--- config.mk ---
export PLATFORM = sky130hd
export DESIGN_NAME = timed_step_sequencer
export DESIGN_NICKNAME = d
export VERILOG_FILES = /design/src/hw/rtl/tss_pkg.sv /design/src/hw/rtl/tss_step_store.sv /design/src/hw/rtl/timed_step_sequencer.sv
export SDC_FILE = /design/constraint.sdc
export NUM_CORES = 2
export LEC_CHECK = 0
export ABC_CLOCK_PERIOD_IN_PS = 5980
export BUFFER_PORTS_ARGS = -buffer_cell sky130_fd_sc_hd__buf_2
export CAP_MARGIN = 10
export CORE_MARGIN = 1
export CORE_UTILIZATION = 44
export DETAILED_ROUTE_END_ITERATION = 8
export SYNTH_ARGS = -nofsm -noshare
export SYNTH_HDL_FRONTEND = slang
export SYNTH_SLANG_ARGS = --single-unit
--- constraint.sdc ---
create_clock -name clock -period 5.98 [get_ports clock]
set_input_delay 0.299 -clock clock [delete_from_list [all_inputs] [get_ports clock]]
set_output_delay 0.299 -clock clock [all_outputs]
set_load 0.02 [all_outputs]
--- src/hw/rtl/tss_pkg.sv ---
// Shared types and constants for the timed step sequencer.
// Used by tss_step_store and timed_step_sequencer; no dependencies.
package tss_pkg;

   localparam int MAX_STEPS     = 64;
   localparam int IDX_BITS      = $clog2(MAX_STEPS);
   localparam int CNT_BITS      = $clog2(MAX_STEPS + 1);
   localparam int ACTION_BITS   = 4;
   localparam int DUR_BITS      = 16;
   localparam int CSR_IDX_BITS  = 1;
   localparam int CSR_DATA_BITS = 4;

   // Register indexes of the configuration port
   localparam logic [CSR_IDX_BITS-1:0] CSR_LOOP_ENABLE = CSR_IDX_BITS'(0);
   localparam logic [CSR_IDX_BITS-1:0] CSR_IDLE_ACTION = CSR_IDX_BITS'(1);

   typedef enum logic [1:0] {
      OP_TICK   = 2'd0,
      OP_APPEND = 2'd1,
      OP_CLEAR  = 2'd2,
      OP_NOP    = 2'd3
   } opcode_type;

   typedef enum logic {
      S_IDLE = 1'b0,
      S_EXEC = 1'b1
   } seq_state_type;

   typedef logic [IDX_BITS-1:0]    step_idx_type;
   typedef logic [CNT_BITS-1:0]    step_cnt_type;
   typedef logic [ACTION_BITS-1:0] action_type;
   typedef logic [DUR_BITS-1:0]    duration_type;

   typedef struct packed {
      opcode_type   opcode;
      action_type   step_action;
      duration_type step_duration;
   } req_item_type;

   typedef struct packed {
      action_type action;
      logic       stopped;
      logic       append_rejected;
   } rsp_item_type;

   typedef struct packed {
      action_type   action;
      duration_type duration;
   } step_type;

   // Access group from the sequencer control to the step store
   typedef struct packed {
      logic         wr_en;
      step_idx_type wr_addr;
      step_type     wr_step;
      logic         rd_en;
      step_idx_type rd_addr;
   } store_req_type;

endpackage

--- src/hw/rtl/tss_step_store.sv ---
// Step store: one write port, one read port, registered read data.
// Depends on tss_pkg.
module tss_step_store import tss_pkg::*; (
   input  logic          clock,
   input  store_req_type store_req,
   output step_type      rd_step
);

   step_type mem [MAX_STEPS];
   step_type rd_step_ff;

   // Write on request; register read data, hold it between reads
   always_ff @(posedge clock) begin
      if (store_req.wr_en) begin
         mem[store_req.wr_addr] <= store_req.wr_step;
      end
      if (store_req.rd_en) begin
         rd_step_ff <= mem[store_req.rd_addr];
      end
   end

   assign rd_step = rd_step_ff;

endmodule

--- src/hw/rtl/timed_step_sequencer.sv ---
// Top level of the timed step sequencer: control state, config registers,
// result register. Depends on tss_pkg and tss_step_store.
//
//   channel   direction  handshake            payload
//   req_      in         req_valid/req_stall  req_item (opcode, step_action, step_duration)
//   rsp_      out        rsp_valid/rsp_stall  rsp_item (action, stopped, append_rejected)
//   csr_      in         csr_valid/csr_ready  csr_index, csr_wdata
//
// Each item is accepted in S_IDLE, which reads the next step from the store;
// S_EXEC then applies the update and loads the result register.
// No new item is taken until the update of the last one is done.
// Reset is synchronous and leaves the list empty; the store needs no clearing.
// A held result does not block the next transfer in, but the update of that
// item waits until the result register is free.
module timed_step_sequencer import tss_pkg::*; (
   input  logic                     clock,
   input  logic                     reset,
   input  logic                     req_valid,
   output logic                     req_stall,
   input  req_item_type             req_item,
   output logic                     rsp_valid,
   input  logic                     rsp_stall,
   output rsp_item_type             rsp_item,
   input  logic                     csr_valid,
   output logic                     csr_ready,
   input  logic [CSR_IDX_BITS-1:0]  csr_index,
   input  logic [CSR_DATA_BITS-1:0] csr_wdata
);

   seq_state_type state_ff, state_in;
   req_item_type  item_ff, item_in;
   step_cnt_type  step_total_ff, step_total_in;
   step_idx_type  position_ff, position_in;
   duration_type  remaining_ff, remaining_in;
   action_type    current_action_ff, current_action_in;
   logic          finished_ff, finished_in;
   logic          rsp_valid_ff, rsp_valid_in;
   rsp_item_type  rsp_item_ff, rsp_item_in;
   logic          loop_enable_ff;
   action_type    idle_action_ff;

   store_req_type store_req;
   step_type      rd_step;
   logic          rsp_free;
   logic          adv_ok;
   step_idx_type  next_idx;
   logic          stop_now;

   tss_step_store u_store (
      .clock     (clock),
      .store_req (store_req),
      .rd_step   (rd_step)
   );

   // Configuration writes, always ready
   assign csr_ready = 1'b1;

   always_ff @(posedge clock) begin
      if (reset) begin
         loop_enable_ff <= 1'b0;
         idle_action_ff <= '0;
      end else if (csr_valid && csr_ready) begin
         unique case (csr_index)
            CSR_LOOP_ENABLE: loop_enable_ff <= csr_wdata[0];
            CSR_IDLE_ACTION: idle_action_ff <= action_type'(csr_wdata);
            default:         loop_enable_ff <= loop_enable_ff;
         endcase
      end
   end

   // Next step index: advance inside the list, otherwise wrap to the first
   assign rsp_free = !rsp_valid_ff || !rsp_stall;
   assign adv_ok   = (step_cnt_type'(position_ff) + step_cnt_type'(1)) < step_total_ff;
   assign next_idx = adv_ok ? (position_ff + step_idx_type'(1)) : '0;

   // State register and control registers
   always_ff @(posedge clock) begin
      if (reset) begin
         state_ff          <= S_IDLE;
         step_total_ff     <= '0;
         position_ff       <= '0;
         remaining_ff      <= '0;
         current_action_ff <= '0;
         finished_ff       <= 1'b0;
         rsp_valid_ff      <= 1'b0;
      end else begin
         state_ff          <= state_in;
         step_total_ff     <= step_total_in;
         position_ff       <= position_in;
         remaining_ff      <= remaining_in;
         current_action_ff <= current_action_in;
         finished_ff       <= finished_in;
         rsp_valid_ff      <= rsp_valid_in;
      end
   end

   // Payload registers
   always_ff @(posedge clock) begin
      item_ff     <= item_in;
      rsp_item_ff <= rsp_item_in;
   end

   // Next state, store access and the per-item update
   always_comb begin
      state_in          = state_ff;
      item_in           = item_ff;
      step_total_in     = step_total_ff;
      position_in       = position_ff;
      remaining_in      = remaining_ff;
      current_action_in = current_action_ff;
      finished_in       = finished_ff;
      rsp_valid_in      = rsp_valid_ff && rsp_stall;
      rsp_item_in       = rsp_item_ff;
      store_req         = '0;
      req_stall         = 1'b1;
      stop_now          = 1'b0;

      unique case (state_ff)
         S_IDLE: begin
            req_stall = 1'b0;
            // Latch the transfer and fetch the step a tick may need
            if (req_valid) begin
               item_in           = req_item;
               store_req.rd_en   = 1'b1;
               store_req.rd_addr = next_idx;
               state_in          = S_EXEC;
            end
         end
         S_EXEC: begin
            if (rsp_free) begin
               rsp_item_in.append_rejected = 1'b0;
               unique case (item_ff.opcode)
                  OP_TICK: begin
                     if ((step_total_ff != '0) && !finished_ff) begin
                        // Replace a spent step: advance, wrap or stop
                        if (remaining_ff == '0) begin
                           if (adv_ok || loop_enable_ff) begin
                              position_in       = next_idx;
                              current_action_in = rd_step.action;
                              remaining_in      = rd_step.duration;
                           end else begin
                              finished_in = 1'b1;
                           end
                        end
                        if (!finished_in && (remaining_in != '0)) begin
                           remaining_in = remaining_in - duration_type'(1);
                        end
                     end
                  end
                  OP_APPEND: begin
                     if (step_total_ff == step_cnt_type'(MAX_STEPS)) begin
                        rsp_item_in.append_rejected = 1'b1;
                     end else begin
                        store_req.wr_en   = 1'b1;
                        store_req.wr_addr = step_idx_type'(step_total_ff);
                        store_req.wr_step = '{action:   item_ff.step_action,
                                              duration: item_ff.step_duration};
                        // First step of an empty list becomes current at once
                        if (step_total_ff == '0) begin
                           position_in       = '0;
                           current_action_in = item_ff.step_action;
                           remaining_in      = item_ff.step_duration;
                        end
                        step_total_in = step_total_ff + step_cnt_type'(1);
                     end
                  end
                  OP_CLEAR: begin
                     step_total_in = '0;
                     position_in   = '0;
                     remaining_in  = '0;
                     finished_in   = 1'b0;
                  end
                  OP_NOP: begin
                     step_total_in = step_total_ff;
                  end
               endcase
               // Report the updated state
               stop_now            = finished_in || (step_total_in == '0);
               rsp_item_in.action  = stop_now ? idle_action_ff : current_action_in;
               rsp_item_in.stopped = stop_now;
               rsp_valid_in        = 1'b1;
               state_in            = S_IDLE;
            end
         end
         default: state_in = S_IDLE;
      endcase
   end

   assign rsp_valid = rsp_valid_ff;
   assign rsp_item  = rsp_item_ff;

   // Position stays inside a non-empty list
   a_pos_in_list: assert property (@(posedge clock) disable iff (reset)
      (step_total_ff != '0) |-> (step_cnt_type'(position_ff) < step_total_ff))
      else $error("position outside the stored list");

   // Step count never exceeds the store depth
   a_total_bound: assert property (@(posedge clock) disable iff (reset)
      step_total_ff <= step_cnt_type'(MAX_STEPS))
      else $error("step count beyond store depth");

   // An empty list holds no remaining count
   a_empty_rem: assert property (@(posedge clock) disable iff (reset)
      (step_total_ff == '0) |-> (remaining_ff == '0))
      else $error("remaining count on an empty list");

   // A blocked result register holds the update back
   a_exec_hold: assert property (@(posedge clock) disable iff (reset)
      (state_ff == S_EXEC && rsp_valid_ff && rsp_stall) |=>
      (state_ff == S_EXEC && $stable(rsp_item_ff)))
      else $error("update overran a held result");

   // Every completed update presents a result
   a_exec_result: assert property (@(posedge clock) disable iff (reset)
      (state_ff == S_EXEC && rsp_free) |=> (rsp_valid_ff && state_ff == S_IDLE))
      else $error("update finished without a result");

endmodule
==> results.yml <==
run_status:
  status: "completed"
placement:
  placed_cells: 5516
  gp_congestion: 0.907
  dpl.hpwl_um: 96800
  port_buffers: 39
timing:
  finalCriticalPeriod_ns: 5.02
  slew_headroom: 0.193
  slew_viol_final: 0
  finClkSkew_ns: 0.0313
  fmax_ghz: 0.199
  worst_slew_pin_slew_ns: 1.21
  finalSetupViolations: 0
  rsz0062_at_grt: "false"
  finalHoldViolCount: 0
  fin_crit_sh: 0.839
  finalSetupTns_ns: 0
die:
  core_area_um2: 124000
  fp-row-count: 129
  io_pins: 41
  initial_core_util: 0.445
  die-width_um: 356
  dieArea_um2: 127000
  die_y_um: 356
critical_path:
  cp.arrival_ns: 5.50
  endpoint_kind: "flip-flop"
  startpoint_type: "flip-flop"
  reg2reg_slack_ns: 0.96
  crit_start: "position_ff[1]$_SDFFE_PP0P_"
  setup.worst_path.end: "u_store.rd_step[11]$_DFFE_PP_"
  crit_required_ns: 6.46
  worstSetupPathType: "flip-flop to flip-flop"
  worstRegToRegCells: 14
  timing.rr.start: "position_ff[1]$_SDFFE_PP0P_"
  r2r_end: "u_store.rd_step[11]$_DFFE_PP_"
  worst-path-max-fanout: 25
finish:
  final_cell_mix: "edfxtp_1, nand2_1, a21oi_1, nor2_1, o21ai_0"
  num_antenna_cells: 0
  multi_input_area_um2: 13600
  fillers: 10400
  area_growth_pct: 13.5
  nets: 4106
  layout-drive-gt1-share: 0.133
  final_common_cell: "edfxtp_1"
  register_area_um2: 40700
  layout.cells.non_filler: 5802
clocking:
  cts_setup_buffers: 0
  cts-root-buf: "clkbuf_16"
  clk_latency_ns: 0.78
  cts_tree: "built"
  clk_pin_slew_ns: 0.06
  clockBufferDepth: 3
  cts_num_sinks: 1369
  cts_max_level: 4
  cts_made_buffers: 138
synth:
  synth_nets: 4005
  syn_inst: 3957
  async_flop_share: 0
  netlist_area_um2: 55300
  synth_edf_count: 1328
  synth_area_per_cell_um2: 14.0
  ys_ff_latch: 1369
  ys_warn_count: 0
  synthDistinctLibCells: 85
  synthFlopType: "edfxtp_1"
  synth_sequential_area_ratio: 0.736
pwr:
  total_leakage_power_nw: 18.5
  peakVddDrop_uv: 304
  cellPowerDensity_nw_per_um2: 311
  p_total_mw: 19.5
global_routing:
  grt_pass1_vias: 33800
  grt_use_total: 0.254
  grt_pass1_wl_um: 236000
  overflow: 0
  antenna_found_initial: 7
  grt_max_degree: 137
detailed_routing:
  wl_per_cell_um: 28.1
  drt-initial-drc-count: 5075
  via_per_inst: 6.23
  dr_total_vias: 36100
  ant_nets: 0
  drt_first_pass_iters: 6
  drc_errors: 0
  wirelength_um: 163000
worst_hold_path:
  hold_class: "primary input to flip-flop"
flow_run:
  cap_violations: 0
where the power goes:
| group | switching (mW) | internal, mW | total [mW] |
|---|---|---|---|
| clock network | 3.57 | 4.64 | 8.21 |
| logic | 0.572 | 0.239 | 0.810 |
| registers | 0.0514 | 10.5 | 10.5 |
| total | 4.19 | 15.3 | 19.5 |
registers in the layout (all words and copies together) (netlist names), 4 cells and up:
register and flops:
current_action_ff 4, idle_action_ff 4, item_ff 22, position_ff 6, remaining_ff 16, rsp_item 6
step_total_ff 7, u_store.mem 1280, u_store.rd_step 20
Yosys cell counts (all sizes together), types with 42 or more instances:
| cell type | instances | area [um2] |
|---|---|---|
| a221oi | 46 | 403 |
| nand2 | 425 | 1610 |
| clkbuf | 213 | 800 |
| o221ai | 137 | 1220 |
| a21oi | 240 | 1230 |
| o21ai | 219 | 1100 |
| o22ai | 119 | 744 |
| nand3 | 131 | 661 |
| edfxtp | 1328 | 39900 |
| or3 | 42 | 268 |
| and3 | 55 | 344 |
| nor3 | 52 | 272 |
| nor2 | 287 | 1090 |
| o211ai | 94 | 711 |
| a211oi | 43 | 350 |
| mux2i | 59 | 591 |
| buf | 85 | 382 |
logic make-up (layout without fill, tap and decap cells):
group,Yosys count,count (layout),share of synthesized area
AO/OA/AOI/OAI,1110,1110,0.137
buffers and inverters,324,532,0.0231
XOR/XNOR,16,16,0.00254
AND/OR/NAND/NOR,1052,1052,0.0844
multiplexers,69,69,0.0127
adder cells (fa/ha/maj),16,16,0.00362
other,1,1,0.0000679
flip-flops,1369,1369,0.736
metrics by stage:
stage / utilization / worst slack (ns) / instance area, um2 / hold WS [ns]
3_5_place_dp: 0.468 / 1.03 / 58100 / 0.458
2_1_floorplan: - / 1.04 / 55300 / 0.398
4_1_cts: 0.505 / 1.01 / 62700 / 0.137
6_report: 0.505 / 0.965 / 62700 / 0.183
5_1_grt: 0.505 / 0.750 / 62700 / 0.199
3_3_place_gp: 0.468 / 1.10 / 58100 / 0.451
what timing repair did:
action                    4_1_cts  5_1_grt
gates resized for setup         0        0
hold buffers                   38        0
hold endpoints to repair       29        0
worst min-delay path by stage:
stage                                        start                              to  slack, ns  cells past startpoint
floorplan                              req_item[0]            item_ff[0]$_DFFE_PP_       0.40                      0
global route                                 reset   step_total_ff[4]$_SDFFE_PP0P_       0.20                      2
finish                                       reset            rsp_valid$_SDFF_PP0_       0.18                      2
global placement    idle_action_ff[0]$_SDFFE_PP0P_  idle_action_ff[0]$_SDFFE_PP0P_       0.45                      2
detailed placement  idle_action_ff[2]$_SDFFE_PP0P_  idle_action_ff[2]$_SDFFE_PP0P_       0.46                      2
CTS                                          reset   step_total_ff[3]$_SDFFE_PP0P_       0.14                      2
area by class of cell:
| type | count | area share |
|---|---|---|
| Inverter | 26 | 0.00168 |
| Sequential cell | 1369 | 0.649 |
| Tap cell | 1637 | 0.0327 |
| Multi-Input combinational cell | 2264 | 0.217 |
| Clock inverter | 56 | 0.00644 |
| Timing Repair Buffer | 259 | 0.0327 |
| Clock buffer | 191 | 0.0609 |
layer usage:
| metal | share of wire | routed length, um | vias up | GRT usage |
|---|---|---|---|---|
| met4 | 0.037 | 6040 | 0 | 0.101 |
| met5 | 0 | 0 | - | 0 |
| met3 | 0.090 | 14700 | 250 | 0.0445 |
| met2 | 0.45 | 72800 | 1814 | 0.376 |
| li1 | - | - | 15800 | - |
| met1 | 0.43 | 69200 | 18300 | 0.371 |
worst max-delay path, stage by stage, from the launching register on:
cell      delay [ns]
dfxtp_1         0.41
ha_1            0.34
nand3_1         0.13
xor2_1          0.37
inv_1           0.10
ha_1            0.31
a211o_1         0.37
a21oi_4         0.23
nand3_4         0.43
buf_4           0.44
buf_4           0.22
o32ai_1         0.22
a31oi_1         0.08
a211oi_1        0.79
o41ai_1         0.23
No activity file was read; power rests on OpenSTA's default activity.
